<file path="src/udiv_pkg.sv">
`timescale 1ns / 1ps
// ----------------------------------------------------------------------------
// Unsigned divide unit package
// Shared item types, width codes and controller/datapath interface structs.
// ----------------------------------------------------------------------------
package udiv_pkg;

    // Operand width codes (the high bit alone selects 32-bit)
    localparam logic [1:0] OP_W8  = 2'd0;
    localparam logic [1:0] OP_W16 = 2'd1;

    localparam int unsigned COUNT_W = 5;

    typedef struct packed {
        logic [1:0]  op;
        logic [63:0] dividend;
        logic [31:0] divisor;
    } in_item_t;

    typedef struct packed {
        logic [31:0] quotient;
        logic [31:0] remainder;
        logic        divide_error;
    } out_item_t;

    // Controller to datapath
    typedef struct packed {
        logic load;
        logic step;
        logic out_write;
    } dp_cmd_t;

    // Datapath to controller
    typedef struct packed {
        logic err;
        logic last;
    } dp_status_t;

endpackage

</file>
<file path="src/udiv_datapath.sv">
`timescale 1ns / 1ps
// ----------------------------------------------------------------------------
// Unsigned divide datapath
// Restoring radix-2 divider with width decode, overflow check, step counter
// and the result output register.
// ----------------------------------------------------------------------------
module udiv_datapath
    import udiv_pkg::*;
(
    input  logic       aclk,
    input  in_item_t   s_data,
    input  dp_cmd_t    cmd,
    output dp_status_t status,
    output out_item_t  m_data
);

    logic [31:0]        rem_reg, rem_next;
    logic [31:0]        quo_reg, quo_next;
    logic [31:0]        dvs_reg, dvs_next;
    logic [COUNT_W-1:0] count_reg, count_next;
    logic               err_reg, err_next;
    out_item_t          out_reg, out_next;

    logic [31:0]        ld_high;
    logic [31:0]        ld_low;
    logic [31:0]        ld_dvs;
    logic [COUNT_W-1:0] ld_count;
    logic [32:0]        shifted;
    logic               ge;
    logic [32:0]        diff;

    // Decode operand width: cut dividend halves and divisor
    always_comb begin
        if (s_data.op[1]) begin
            ld_high  = s_data.dividend[63:32];
            ld_low   = s_data.dividend[31:0];
            ld_dvs   = s_data.divisor;
            ld_count = COUNT_W'(31);
        end else if (s_data.op == OP_W16) begin
            ld_high  = {16'd0, s_data.dividend[31:16]};
            ld_low   = {s_data.dividend[15:0], 16'd0};
            ld_dvs   = {16'd0, s_data.divisor[15:0]};
            ld_count = COUNT_W'(15);
        end else begin
            ld_high  = {24'd0, s_data.dividend[15:8]};
            ld_low   = {s_data.dividend[7:0], 24'd0};
            ld_dvs   = {24'd0, s_data.divisor[7:0]};
            ld_count = COUNT_W'(7);
        end
    end

    // One restoring step: shift in next dividend bit, subtract if it fits
    assign shifted = {rem_reg, quo_reg[31]};
    assign ge      = (shifted >= {1'b0, dvs_reg});
    assign diff    = shifted - {1'b0, dvs_reg};

    always_comb begin
        rem_next   = rem_reg;
        quo_next   = quo_reg;
        dvs_next   = dvs_reg;
        count_next = count_reg;
        err_next   = err_reg;
        out_next   = out_reg;
        if (cmd.load) begin
            rem_next   = ld_high;
            quo_next   = ld_low;
            dvs_next   = ld_dvs;
            count_next = ld_count;
            // quotient fits the width only when the high half is below divisor
            err_next   = (ld_dvs == 32'd0) || (ld_high >= ld_dvs);
        end else if (cmd.step) begin
            rem_next   = ge ? diff[31:0] : shifted[31:0];
            quo_next   = {quo_reg[30:0], ge};
            count_next = count_reg - COUNT_W'(1);
        end
        if (cmd.out_write) begin
            out_next.quotient     = err_reg ? 32'd0 : quo_reg;
            out_next.remainder    = err_reg ? 32'd0 : rem_reg;
            out_next.divide_error = err_reg;
        end
    end

    // Hold payload state; no reset needed
    always_ff @(posedge aclk) begin
        rem_reg   <= rem_next;
        quo_reg   <= quo_next;
        dvs_reg   <= dvs_next;
        count_reg <= count_next;
        err_reg   <= err_next;
        out_reg   <= out_next;
    end

    assign status.err  = err_reg;
    assign status.last = (count_reg == '0);
    assign m_data      = out_reg;

endmodule

</file>
<file path="src/udiv_ctrl.sv">
`timescale 1ns / 1ps
// ----------------------------------------------------------------------------
// Unsigned divide controller
// Sequences load, divide steps and result write; owns the handshakes.
// ----------------------------------------------------------------------------
module udiv_ctrl
    import udiv_pkg::*;
(
    input  logic       aclk,
    input  logic       aresetn,
    input  logic       s_valid,
    output logic       s_ready,
    output logic       m_valid,
    input  logic       m_ready,
    input  dp_status_t status,
    output dp_cmd_t    cmd
);

    typedef enum logic [2:0] {
        S_IDLE = 3'b001,
        S_RUN  = 3'b010,
        S_DONE = 3'b100
    } state_t;

    state_t state_reg, state_next;
    logic   m_valid_reg, m_valid_next;
    logic   out_free;
    logic   in_accept;

    assign out_free  = !m_valid_reg || m_ready;
    assign s_ready   = (state_reg == S_IDLE);
    assign in_accept = s_valid && s_ready;

    // Advance through load, steps and result write
    always_comb begin
        state_next    = state_reg;
        cmd.load      = 1'b0;
        cmd.step      = 1'b0;
        cmd.out_write = 1'b0;
        unique case (state_reg)
            S_IDLE: begin
                if (s_valid) begin
                    cmd.load   = 1'b1;
                    state_next = S_RUN;
                end
            end
            S_RUN: begin
                if (status.err) begin
                    state_next = S_DONE;
                end else begin
                    cmd.step = 1'b1;
                    if (status.last) begin
                        state_next = S_DONE;
                    end
                end
            end
            S_DONE: begin
                if (out_free) begin
                    cmd.out_write = 1'b1;
                    state_next    = S_IDLE;
                end
            end
            default: begin
                state_next = S_IDLE;
            end
        endcase
    end

    // Hold result valid until taken
    always_comb begin
        m_valid_next = m_valid_reg;
        if (cmd.out_write) begin
            m_valid_next = 1'b1;
        end else if (m_ready) begin
            m_valid_next = 1'b0;
        end
    end

    always_ff @(posedge aclk) begin
        if (!aresetn) begin
            state_reg   <= S_IDLE;
            m_valid_reg <= 1'b0;
        end else begin
            state_reg   <= state_next;
            m_valid_reg <= m_valid_next;
        end
    end

    assign m_valid = m_valid_reg;

`ifndef ASSERT_OFF
    a_accept_runs: assert property (@(posedge aclk) disable iff (!aresetn)
        in_accept |=> (state_reg == S_RUN))
        else $error("accepted item did not start a division");

    a_no_overwrite: assert property (@(posedge aclk) disable iff (!aresetn)
        cmd.out_write |-> (!m_valid_reg || m_ready))
        else $error("result register overwritten while stalled");

    a_done_leaves: assert property (@(posedge aclk) disable iff (!aresetn)
        (state_reg == S_DONE) && out_free |=> (state_reg == S_IDLE) && m_valid_reg)
        else $error("finished item not delivered to result register");
`endif

endmodule

</file>
<file path="src/unsigned_divide_unit.sv">
`timescale 1ns / 1ps
// ----------------------------------------------------------------------------
// Unsigned divide unit
// x86 DIV style unsigned division at 8, 16 or 32 bit operand width.
// ----------------------------------------------------------------------------
// Usage:
//   Input channel s_valid/s_ready/s_data carries op, a double-width dividend
//   and a divisor. Result channel m_valid/m_ready/m_data carries quotient,
//   remainder and divide_error; on error quotient and remainder are zero.
//   One item is in the divider at a time. An item passes from accept through
//   the one-bit-per-cycle restoring subtract loop to the result register;
//   error items skip the subtract steps. The next item is accepted the cycle
//   after the result is written, so a new item waits for that write, which
//   itself waits while the output register is full and the receiver holds
//   m_ready low.
//   A finished result sits in an output register; while it waits, the next
//   item may be accepted and divided. If the register is still full when
//   that division ends, the divider holds until m_ready takes the result.
//   Synchronous active-low reset returns the controller to idle and drops
//   m_valid; no item in flight survives reset.
// ----------------------------------------------------------------------------
module unsigned_divide_unit
    import udiv_pkg::*;
(
    input  logic      aclk,
    input  logic      aresetn,
    input  logic      s_valid,
    output logic      s_ready,
    input  in_item_t  s_data,
    output logic      m_valid,
    input  logic      m_ready,
    output out_item_t m_data
);

    dp_cmd_t    cmd;
    dp_status_t status;

    udiv_ctrl u_ctrl (
        .aclk    (aclk),
        .aresetn (aresetn),
        .s_valid (s_valid),
        .s_ready (s_ready),
        .m_valid (m_valid),
        .m_ready (m_ready),
        .status  (status),
        .cmd     (cmd)
    );

    udiv_datapath u_datapath (
        .aclk   (aclk),
        .s_data (s_data),
        .cmd    (cmd),
        .status (status),
        .m_data (m_data)
    );

endmodule

</file>
<file path="config.mk">
export PLATFORM = sky130hd
export DESIGN_NAME = unsigned_divide_unit
export DESIGN_NICKNAME = d
export VERILOG_FILES = /design/src/udiv_pkg.sv /design/src/udiv_datapath.sv /design/src/udiv_ctrl.sv /design/src/unsigned_divide_unit.sv
export SDC_FILE = /design/constraint.sdc
export NUM_CORES = 1
export LEC_CHECK = 0
export ABC_AREA = 1
export ABC_CLOCK_PERIOD_IN_PS = 9180
export BUFFER_PORTS_ARGS = -buffer_cell sky130_fd_sc_hd__buf_4
export CAP_MARGIN = 20
export CORE_ASPECT_RATIO = 1.1
export CORE_MARGIN = 2
export CORE_UTILIZATION = 54
export CTS_BUF_LIST = sky130_fd_sc_hd__clkbuf_4 sky130_fd_sc_hd__clkbuf_8
export CTS_CLUSTER_DIAMETER = 80
export CTS_CLUSTER_SIZE = 30
export DETAILED_ROUTE_END_ITERATION = 10
export PLACE_DENSITY = 0.83
export SETUP_SLACK_MARGIN = 0.05
export SLEW_MARGIN = 20
export SYNTH_ARGS = -nofsm -noshare
export SYNTH_HDL_FRONTEND = slang
export SYNTH_SLANG_ARGS = --single-unit
export TNS_END_PERCENT = 10
</file>
<file path="constraint.sdc">
create_clock -name aclk -period 9.18 [get_ports aclk]
set_input_delay 2.754 -clock aclk [delete_from_list [all_inputs] [get_ports aclk]]
set_output_delay 2.754 -clock aclk [all_outputs]
set_load 0.02 [all_outputs]
</file>
# ---- After elaboration in Yosys (flattened, before gate mapping)
# Index checks and enable logic that the tools add are counted.
dict set report op_classes {
  bitwise 0
  magnitude_cmp 2
  n_shift 0
  n_mul 0
  n_addsub 2
  muxes 28
  n_eq_ne 7
  div 0
  n_reduce_logical 8
}
# operator count
set ops {}
lappend ops {{$mux W32} 9}
lappend ops {{$ge A33 B32 Y1} 1}
lappend ops {{$ge A32 B32 Y1} 1}
lappend ops {{$logic_not A32 Y1} 1}
lappend ops {{$mux W16} 2}
lappend ops {{$sub A32 B32 Y32} 1}
lappend ops {{$mux W5} 3}
lappend ops {{$mux W3} 4}
lappend ops {{$pmux W3 S3} 1}
lappend ops {{$mux W1} 8}
lappend ops {{$logic_not A5 Y1} 1}
lappend ops {{$sub A5 B1 Y5 const B} 1}
lappend ops {{$mux W4} 1}
lappend ops {{$reduce_bool A2 Y1} 2}
lappend ops {{$eq A3 B1 Y1 const B} 1}
lappend ops {{$eq A3 B2 Y1 const B} 1}
lappend ops {{$eq A3 B3 Y1 const B} 1}
lappend ops {{$ne A3 B2 Y1 const B} 1}
lappend ops {{$reduce_and A3 Y1} 1}
lappend ops {{$eq A2 B1 Y1 const B} 1}
lappend ops {{$logic_or A1 B1 Y1} 2}
lappend ops {{$ne A2 B1 Y1 const B} 1}
lappend ops {{$ne A2 B2 Y1 const B} 1}
lappend ops {{$logic_not A1 Y1} 1}
dict set report word_totals {
  regBits 171
  memories 0
  romBits 0
  inputBits 102
  latchBits 0
  ramBits 0
  out_inout_bits 67
}

# ---- Longest topological paths before layout
# Gate-level depths: netlist of run 1.
dict set report logic_depth {
  ltp_word 5
  depth_mapped 16
  depth_no_buf 16
}

# ---- By module
# Synthesis of run 1 repeated with hierarchy kept, for this count alone.
dict set report hier_totals {
  cells_unflattened 1438
  hier_area_um2 11253.3
}
# mod cells_per_inst area_per_inst_um2 n_inst
set modules_own_cells {}
lappend modules_own_cells {udiv_datapath 1401 11025.6 1}
lappend modules_own_cells {udiv_ctrl 37 227.7 1}

# ---- Least setup slack after synthesis of run 1
# OpenSTA, ideal clock, no wires.
dict set report synth_path {
  kind {input -> register}
  start {input m_ready}
  end {register u_datapath.out_reg (netlist bit u_datapath.m_data[0]), enable pin}
  t_required_ps 8532
  setup_slack_ps -418
  t_arrival_ps 8950
  setup_time_ps 648
  stages 2
  n_path_buf 0
  cell_sequence {nor2_1 -> nor4_1}
}
# item line_no
set synth_rtl {}
lappend synth_rtl {{from (decl)} unsigned_divide_unit.sv:31} ;# input logic m_ready,
lappend synth_rtl {{to (signal assigned)} udiv_datapath.sv:90} ;# out_reg <= out_next;
lappend synth_rtl {{to (decl)} udiv_datapath.sv:22} ;# out_item_t out_reg, out_next;

# ---- Worst setup path after layout of run 1
dict set report layout_path {
  start {input s_data[97] (netlist bit)}
  end {register u_datapath.err_reg (data pin)}
}
dict set report layout_between {
  elab_chain_cells 5
}
# item line_no
set layout_rtl {}
lappend layout_rtl {{from (decl)} unsigned_divide_unit.sv:29} ;# input in_item_t s_data,
lappend layout_rtl {{$eq A2 B1 Y1} udiv_datapath.sv:39} ;# end else if (s_data.op == OP_W16) begin
lappend layout_rtl {{$mux W16} udiv_datapath.sv:39}
lappend layout_rtl {{$mux W32} udiv_datapath.sv:34} ;# if (s_data.op[1]) begin
lappend layout_rtl {{$ge A32 B32 Y1 / $logic_not A32 Y1 (equally long branches)} udiv_datapath.sv:70} ;# err_next = (ld_dvs == 32'd0) || (ld_high >= ld_dvs);
lappend layout_rtl {{$logic_or A1 B1 Y1 *} udiv_datapath.sv:70}
lappend layout_rtl {{to (signal assigned)} udiv_datapath.sv:89} ;# err_reg <= err_next;
lappend layout_rtl {{to (decl)} udiv_datapath.sv:21} ;# logic err_reg, err_next;
# Mark *: on every way between the ends. The rest lies on a longest branch, timed or not.
# A chain may end at the register's enable or synchronous reset.

==> results of run 1 <==
worst max path at each step:
stage / start / end / slack [ns] / depth (start not counted)
final: s_data[97] / u_datapath.err_reg / 3.87 / 15
after global routing: s_data[97] / u_datapath.err_reg / 3.52 / 15
after CTS: s_data[97] / u_datapath.err_reg / 3.95 / 15
after detailed placement: s_data[97] / u_datapath.err_reg / 3.44 / 15
after global placement: s_data[97] / u_datapath.err_reg / 3.58 / 15
after floorplan: m_ready / u_datapath.m_data[0] / 2.33 / 2
layout make-up:
type                    count  area share, %
clock buffers              17          1.789
clock inverters            14          1.426
inverters                 315          9.042
multi-input cells         926          36.28
flip-flops and latches    171          38.96
well taps                 256          2.450
repair buffers            175          10.05
power groups by stage:
| stage | combinational (mW) | clock (mW) | sequential [mW] |
|---|---|---|---|
| floorplan | 0.751 | 0 | 1.04 |
| global placement | 1.00 | 0 | 1.04 |
| detailed placement | 1.03 | 0 | 1.04 |
| CTS | 1.03 | 0.582 | 1.03 |
| global route | 1.17 | 0.610 | 1.04 |
| finish | 1.04 | 0.577 | 1.03 |
critical path: cells and delay by family:
kind | cells | cell delay (ns)
compound gates | 3 | 0.32
fa+ha+maj | 1 | 0.30
buf+inv | 4 | 1.07
simple gates | 7 | 1.07
layer usage:
layer / part of all wire [%] / vias to the layer above / track usage (%)
li1: - / 4911 / -
met1: 41 / 4652 / 39.46
met2: 47 / 507 / 47.27
met3: 8.6 / 70 / 4.925
met4: 3.0 / 0 / 10.95
met5: 0 / - / 0
stage by stage:
step | area, sq um | utilization, % | total power [mW] | hold slack [ns] | setup slack [ns]
final | 13080 | 63.98 | 2.648 | 0.5563 | 3.868
after global routing | 13080 | 63.98 | 2.817 | 0.5818 | 3.515
after CTS | 13080 | 63.98 | 2.640 | 0.5549 | 3.946
after detailed placement | 12660 | 61.92 | 2.071 | 0.5262 | 3.441
after global placement | 12660 | 61.92 | 2.041 | 0.5270 | 3.580
after floorplan | 11180 | - | 1.789 | 0.4702 | 2.331
cell families after synthesis:
logic type | share of synthesized area [%]
AOI/OAI and AO/OA | 5.822
xor gates and xnor gates | 1.411
adders and majority gates | 7.568
buffers and inverters | 12.19
DFF | 45.59
and+or+nand+nor | 27.42
layout by cell type (no fill, tap or decap), types with 4 or more instances in the layout:
cell / n
nand2_1: 439
inv_1: 309
buf_4: 175
edfxtp_1: 167
nor2_1: 128
nand3_1: 96
ha_1: 66
a21oi_1: 41
o21ai_0: 34
nand4_1: 23
o22ai_1: 21
clkbuf_8: 17
xnor2_1: 14
o211ai_1: 8
nand2_2: 8
nor2_2: 7
inv_2: 5
nor3_1: 4
xor2_1: 4
nor4_1: 4
dfxtp_1: 4
==> out/summary.txt, run 1 <==
WORST HOLD PATH
----------------------------------------------------------------------------------------------------
Cells on Worst Hold Path                                                                           2
Path class of the lowest-slack min-delay path                                           flop to flop
Hold_sp                                                                                 u_datapath.quo_reg[8]
Min-Delay Endpoint                                                                      u_datapath.m_data[41]

FINISH
----------------------------------------------------------------------------------------------------
Diodes inserted                                                                                    0
FILL cells                                                                                     1,719
Flip-flop count of the largest register after layout                                              65
Number of nets in the final layout                                                             1,775
Non-filler cells in the finished layout                                                        1,874
Register cell area after layout                                                           5095 sq um
Post-synthesis to final-layout area growth                                                    17.01%
Footprint of the multi-input gates                                                        4745 sq um
Share of layout cells above drive strength 1                                                  14.77%

PWR
----------------------------------------------------------------------------------------------------
Net switching power                                                                         1.037 mW
Part of the power in registers                                                                 38.8%
Internal Pwr Total                                                                          1.611 mW
Power density normalized to cell area                                                   202.5 nW/um^2
Clock power share                                                                              21.8%
Total leakage power                                                                         6.729 nW
Share of power burned in combinational logic                                                   39.4%
Max rail drop VDD                                                                        0.0001189 V
Net switching fraction of the power                                                           39.16%

CLOCKING
----------------------------------------------------------------------------------------------------
Clk sink count                                                                                   171
Hold-fix buffers, CTS                                                                              0
Clock tree root driver cell                                                                 clkbuf_8
CTS tree                                                                                       built
Post-CTS setup buffers                                                                             0
Clock Tree Buf Depth                                                                               2
Clock Latency Late Sink                                                                      0.48 ns
H-tree levels                                                                                      4
Resized Gates After CTS                                                                            0
Number of clock buffers inserted by TritonCTS                                                     17
Clock-pin slew reported for the worst setup and hold paths after clock tree synthesis        0.10 ns

DETAILED ROUTING
----------------------------------------------------------------------------------------------------
Post-DR vias/cell                                                                              5.411
Drt first pass iters                                                                               6
DR WL/cell                                                                                  16.77 um
DRC violation count after routing                                                                  0
Starting DRC count in detailed routing                                                           924
Drt total wl                                                                                31.42 mm
Number of antenna-violating nets in the routed design                                              0
Detailed-route via count                                                                      10,140

PLACE
----------------------------------------------------------------------------------------------------
Weighted congestion at the end of routability-driven global placement                         0.9421
DPL Wire Length                                                                             24.17 mm
Number of cells in the design after placement                                                  1,843
Number of buffers added on ports                                                                 168

FLOORPLANNING
----------------------------------------------------------------------------------------------------
Horizontal die dimension                                                                    141.2 um
Core region area                                                                        20,440 sq um
Num rows                                                                                          55
Initial Util                                                                                  54.68%
DIE AREA                                                                                21,860 sq um
Die Ht                                                                                      154.9 um
Number of top-level design ports                                                                 169

SYNTH
----------------------------------------------------------------------------------------------------
Fraction of registers with async set/reset                                                        0%
Synthesis warning total                                                                            0
Cell taking the most area after synthesis                                                   edfxtp_1
Portion of the post-synthesis area used by sequential elements                                45.59%
Yosys cell types                                                                                  43
Top-count cell post-synth                                                                    nand2_1
Post-Syn Area per Cell                                                                   7.702 sq um
Flops & latches, synth                                                                           171
Top post-synthesis cells by area                                                        edfxtp_1 45%, nand2_1 15%, inv_1 10%
Number of nets in the synthesized netlist                                                      1,620
Post-synth EDFFs                                                                                 167
Area fraction of the dominant cell type after synthesis                                       44.87%
Most used flip-flop cell after synthesis                                                    edfxtp_1
Most frequent cells after synthesis                                                     439 x nand2_1, 309 x inv_1, 167 x edfxtp_1
Synthesized instance count                                                                     1,451
Netlist Area Pre-Place                                                                  11,180 sq um

TIMING
----------------------------------------------------------------------------------------------------
Final worst clock skew                                                                    0.01401 ns
Total of endpoints with negative setup slack in the final report                                   0
Maximum clock rate                                                                         188.2 MHz
Relative slew slack                                                                           35.04%
Fin. max-slew vios                                                                                 0
Period Utilization, post-route                                                                57.87%
Least-Margin Pin Slew                                                                      0.9744 ns
Unrepaired setup endpoints after global routing                                                   no
Final Hold Violating Endpoints                                                                     0
Setup TNS                                                                                       0 ns
Post-route minimum period                                                                   5.312 ns

CRITICAL PATH
----------------------------------------------------------------------------------------------------
Number of cells on the worst reg-to-reg path                                                       8
Critical path required time                                                                  9.40 ns
Critical path's largest stage delay                                                          0.55 ns
Crit path max fanout                                                                              46
Crit-path slowest cell                                                                       nand2_1
Launch point of the worst reg-to-reg path                                               u_ctrl.state_reg[0]
Cell-by-cell listing of the critical path                                               buf_4, inv_1, nand2_1, inv_1, nand2_1, nand2_1, ha_1, nand2_1, inv_1, nor2_1, o21ai_0, a21oi_1, o21ai_0, nand2_1, nand4_1
CP most frequent cell                                                                        nand2_1
Type of element capturing the critical path                                                     flop
Category of the worst setup path launch point                                             input port
Crit Path Class                                                                         input port to flop
Setup slack, reg-to-reg                                                                      6.14 ns
Worst reg2reg endpoint                                                                  u_datapath.quo_reg[31]
Data arrival time of the critical path                                                       5.53 ns

GLOBAL ROUTING
----------------------------------------------------------------------------------------------------
Via count of the first global-routing pass                                                     9,770
GRT overflow                                                                                       0
Number of antenna violations at the first check in global routing                                  0
All-layer global routing usage                                                                29.12%
Global-route wire length before repair                                                      49.45 mm
Maximum number of pins on one net before global-route repair                                      85

OUTCOME
----------------------------------------------------------------------------------------------------
Result of the run                                                                          completed

FLOW RUN
----------------------------------------------------------------------------------------------------
Number of max-cap violations                                                                       0

Power figures use the tool's default switching activity.
==> inputs of run 2 (changes only) <==
--- a/config.mk
+++ b/config.mk
@@ -6,17 +6,17 @@
 export NUM_CORES = 1
 export LEC_CHECK = 0
 export ABC_AREA = 1
-export ABC_CLOCK_PERIOD_IN_PS = 9180
+export ABC_CLOCK_PERIOD_IN_PS = 5200
 export BUFFER_PORTS_ARGS = -buffer_cell sky130_fd_sc_hd__buf_4
 export CAP_MARGIN = 20
 export CORE_ASPECT_RATIO = 1.1
 export CORE_MARGIN = 2
-export CORE_UTILIZATION = 54
+export CORE_UTILIZATION = 60
 export CTS_BUF_LIST = sky130_fd_sc_hd__clkbuf_4 sky130_fd_sc_hd__clkbuf_8
 export CTS_CLUSTER_DIAMETER = 80
 export CTS_CLUSTER_SIZE = 30
 export DETAILED_ROUTE_END_ITERATION = 10
-export PLACE_DENSITY = 0.83
+export PLACE_DENSITY = 0.87
 export SETUP_SLACK_MARGIN = 0.05
 export SLEW_MARGIN = 20
 export SYNTH_ARGS = -nofsm -noshare
==> constraint.sdc (replaced) <==
create_clock -name aclk -period 5.2 [get_ports aclk]
set_input_delay 1.56 -clock aclk [delete_from_list [all_inputs] [get_ports aclk]]
set_output_delay 1.56 -clock aclk [all_outputs]
set_load 0.02 [all_outputs]
==> run 2 against run 1 <==
  * Combinational power increased by 80%
  * Worst setup slack got worse by 2.6 ns
  * Non-clock buffer count increased by 2
  * Critical path depth decreased by 2
  * Sequential share of layout area about the same
  * Worst hold slack got worse by 0.00085 ns
  * Register-to-register slack got worse by 3.9 ns
  * Power increased by 78%
  * Clock power increased by 77%
  * Highest routed layer unchanged
  * Die area decreased by 9.7%
==> out/summary.txt, run 2 (synthesis results as in run 1) <==
TIMING
----------------------------------------------------------------------------------------------------
Maximum clock rate                                                                         255.6 MHz
Unrepaired setup endpoints after global routing                                                   no
Final Hold Violating Endpoints                                                                     0
Final worst clock skew                                                                    0.02441 ns
Worst hold margin                                                                          0.5555 ns
Total of endpoints with negative setup slack in the final report                                   0
Period Utilization, post-route                                                                75.24%
Post-route minimum period                                                                   3.912 ns
Least-Margin Pin Slew                                                                       1.088 ns
Final worst setup slack                                                                     1.288 ns
Fin. max-slew vios                                                                                 0
Relative slew slack                                                                           27.16%
Setup TNS                                                                                       0 ns

GLOBAL ROUTING
----------------------------------------------------------------------------------------------------
All-layer global routing usage                                                                34.28%
Via count of the first global-routing pass                                                     9,894
Number of antenna violations at the first check in global routing                                  0
GRT overflow                                                                                       0
Maximum number of pins on one net before global-route repair                                      67
Global-route wire length before repair                                                      51.82 mm

DETAILED ROUTING
----------------------------------------------------------------------------------------------------
Drt total wl                                                                                33.43 mm
DR WL/cell                                                                                  17.94 um
Post-DR vias/cell                                                                              5.495
Number of antenna-violating nets in the routed design                                              0
Drt first pass iters                                                                               6
DRC violation count after routing                                                                  0
Starting DRC count in detailed routing                                                         1,015
Detailed-route via count                                                                      10,242

CLOCKING
----------------------------------------------------------------------------------------------------
Resized Gates After CTS                                                                            0
Clock tree root driver cell                                                                 clkbuf_8
Clock Tree Buf Depth                                                                               2
Clock-pin slew reported for the worst setup and hold paths after clock tree synthesis        0.10 ns
Post-CTS setup buffers                                                                             0
Clk sink count                                                                                   171
CTS tree                                                                                       built
Number of clock buffers inserted by TritonCTS                                                     17
H-tree levels                                                                                      4
Hold-fix buffers, CTS                                                                              0
Clock Latency Late Sink                                                                      0.47 ns

FLOORPLANNING
----------------------------------------------------------------------------------------------------
Number of top-level design ports                                                                 169
Die Ht                                                                                      147.1 um
DIE AREA                                                                                19,740 sq um
Core region area                                                                        18,350 sq um
Num rows                                                                                          52
Horizontal die dimension                                                                    134.1 um
Initial Util                                                                                  60.91%

FINISH
----------------------------------------------------------------------------------------------------
Leading cell type in the layout, fill and taps excluded                                      nand2_1
Post-route standard cell area excluding fillers                                         13,080 sq um
Most used cells in the layout excluding fill and tap cells                              439 x nand2_1, 309 x inv_1, 176 x buf_4
Diodes inserted                                                                                    0
Non-filler cells in the finished layout                                                        1,864
Post-synthesis to final-layout area growth                                                    17.03%
Share of layout cells above drive strength 1                                                  14.99%
FILL cells                                                                                     1,505
Footprint of the multi-input gates                                                        4745 sq um
Flip-flop count of the largest register after layout                                              65
Register cell area after layout                                                           5095 sq um
Final core utilization                                                                        71.28%
Number of nets in the final layout                                                             1,777

CRITICAL PATH
----------------------------------------------------------------------------------------------------
Type of element capturing the critical path                                                     flop
Crit Path Class                                                                         input port to flop
Launching element of the worst setup path                                                 s_data[97]
Critical path required time                                                                  5.52 ns
Setup slack, reg-to-reg                                                                      2.20 ns
Crit path max fanout                                                                              22
Data arrival time of the critical path                                                       4.24 ns
Category of the worst setup path launch point                                             input port
Number of cells on the worst reg-to-reg path                                                      11
Worst reg2reg endpoint                                                                  u_datapath.rem_reg[28]
Launch point of the worst reg-to-reg path                                               u_datapath.rem_reg[29]

PLACE
----------------------------------------------------------------------------------------------------
Cell area reported after detailed placement                                             12,670 sq um
DPL Wire Length                                                                             25.67 mm
Weighted congestion at the end of routability-driven global placement                         0.9722
Number of cells in the design after placement                                                  1,832
Place WS                                                                                   0.8936 ns
Number of buffers added on ports                                                                 168

WORST HOLD PATH
----------------------------------------------------------------------------------------------------
Path class of the lowest-slack min-delay path                                           flop to flop
Cells on Worst Hold Path                                                                           2
Min-Delay Endpoint                                                                      u_datapath.m_data[45]
Hold_sp                                                                                 u_datapath.quo_reg[12]

PWR
----------------------------------------------------------------------------------------------------
Max rail drop VDD                                                                        0.0002121 V
Power density normalized to cell area                                                   360.3 nW/um^2
Post-layout power                                                                           4.713 mW
Total leakage power                                                                         6.746 nW

FLOW RUN
----------------------------------------------------------------------------------------------------
Number of max-cap violations                                                                       0

OUTCOME
----------------------------------------------------------------------------------------------------
Result of the run                                                                          completed

-- run 2: worst max path at each step --
| stage | end | slack [ns] | cells past startpoint |
|---|---|---|---|
| finish | u_datapath.err_reg | 1.29 | 13 |
| global route | u_datapath.err_reg | 1.06 | 15 |
| CTS | u_datapath.err_reg | 1.40 | 15 |
| detailed placement | u_datapath.err_reg | 0.89 | 15 |
| global placement | u_datapath.err_reg | 1.04 | 15 |
| floorplan | u_datapath.count_reg[0] | 0.45 | 4 |
-- run 2: layer usage --
layer | global-route usage, % | share of wire, %
met2 | 55.05 | 47
met5 | 0 | 0
met3 | 6.487 | 9.4
met1 | 46.51 | 41
met4 | 13.00 | 3.2
-- run 2: cell type report --
class	instances	share of cell area (%)
Clock buffer	19	1.952
Clock inverter	13	1.196
Inverter	315	9.040
Multi-Input combinational cell	926	36.28
Sequential cell	171	38.96
Tap cell	243	2.325
Timing Repair Buffer	177	10.26
-- run 2: critical path, stage by stage --
cell	delay, ns
buf_4	0.16
inv_1	0.22
nand2_1	0.56
inv_1	0.34
nand2_1	0.15
nand2_1	0.08
ha_1	0.28
nand4_1	0.11
inv_1	0.09
nand4_1	0.11
nor4_1	0.34
nand2_1	0.11
nand4_1	0.12
-- run 2: power breakdown --
| group | total [mW] | internal (mW) | switching (mW) |
|---|---|---|---|
| clock network | 1.02 | 0.460 | 0.565 |
| registers | 1.82 | 1.74 | 0.0746 |
| logic | 1.87 | 0.621 | 1.25 |
| total | 4.71 | 2.82 | 1.89 |
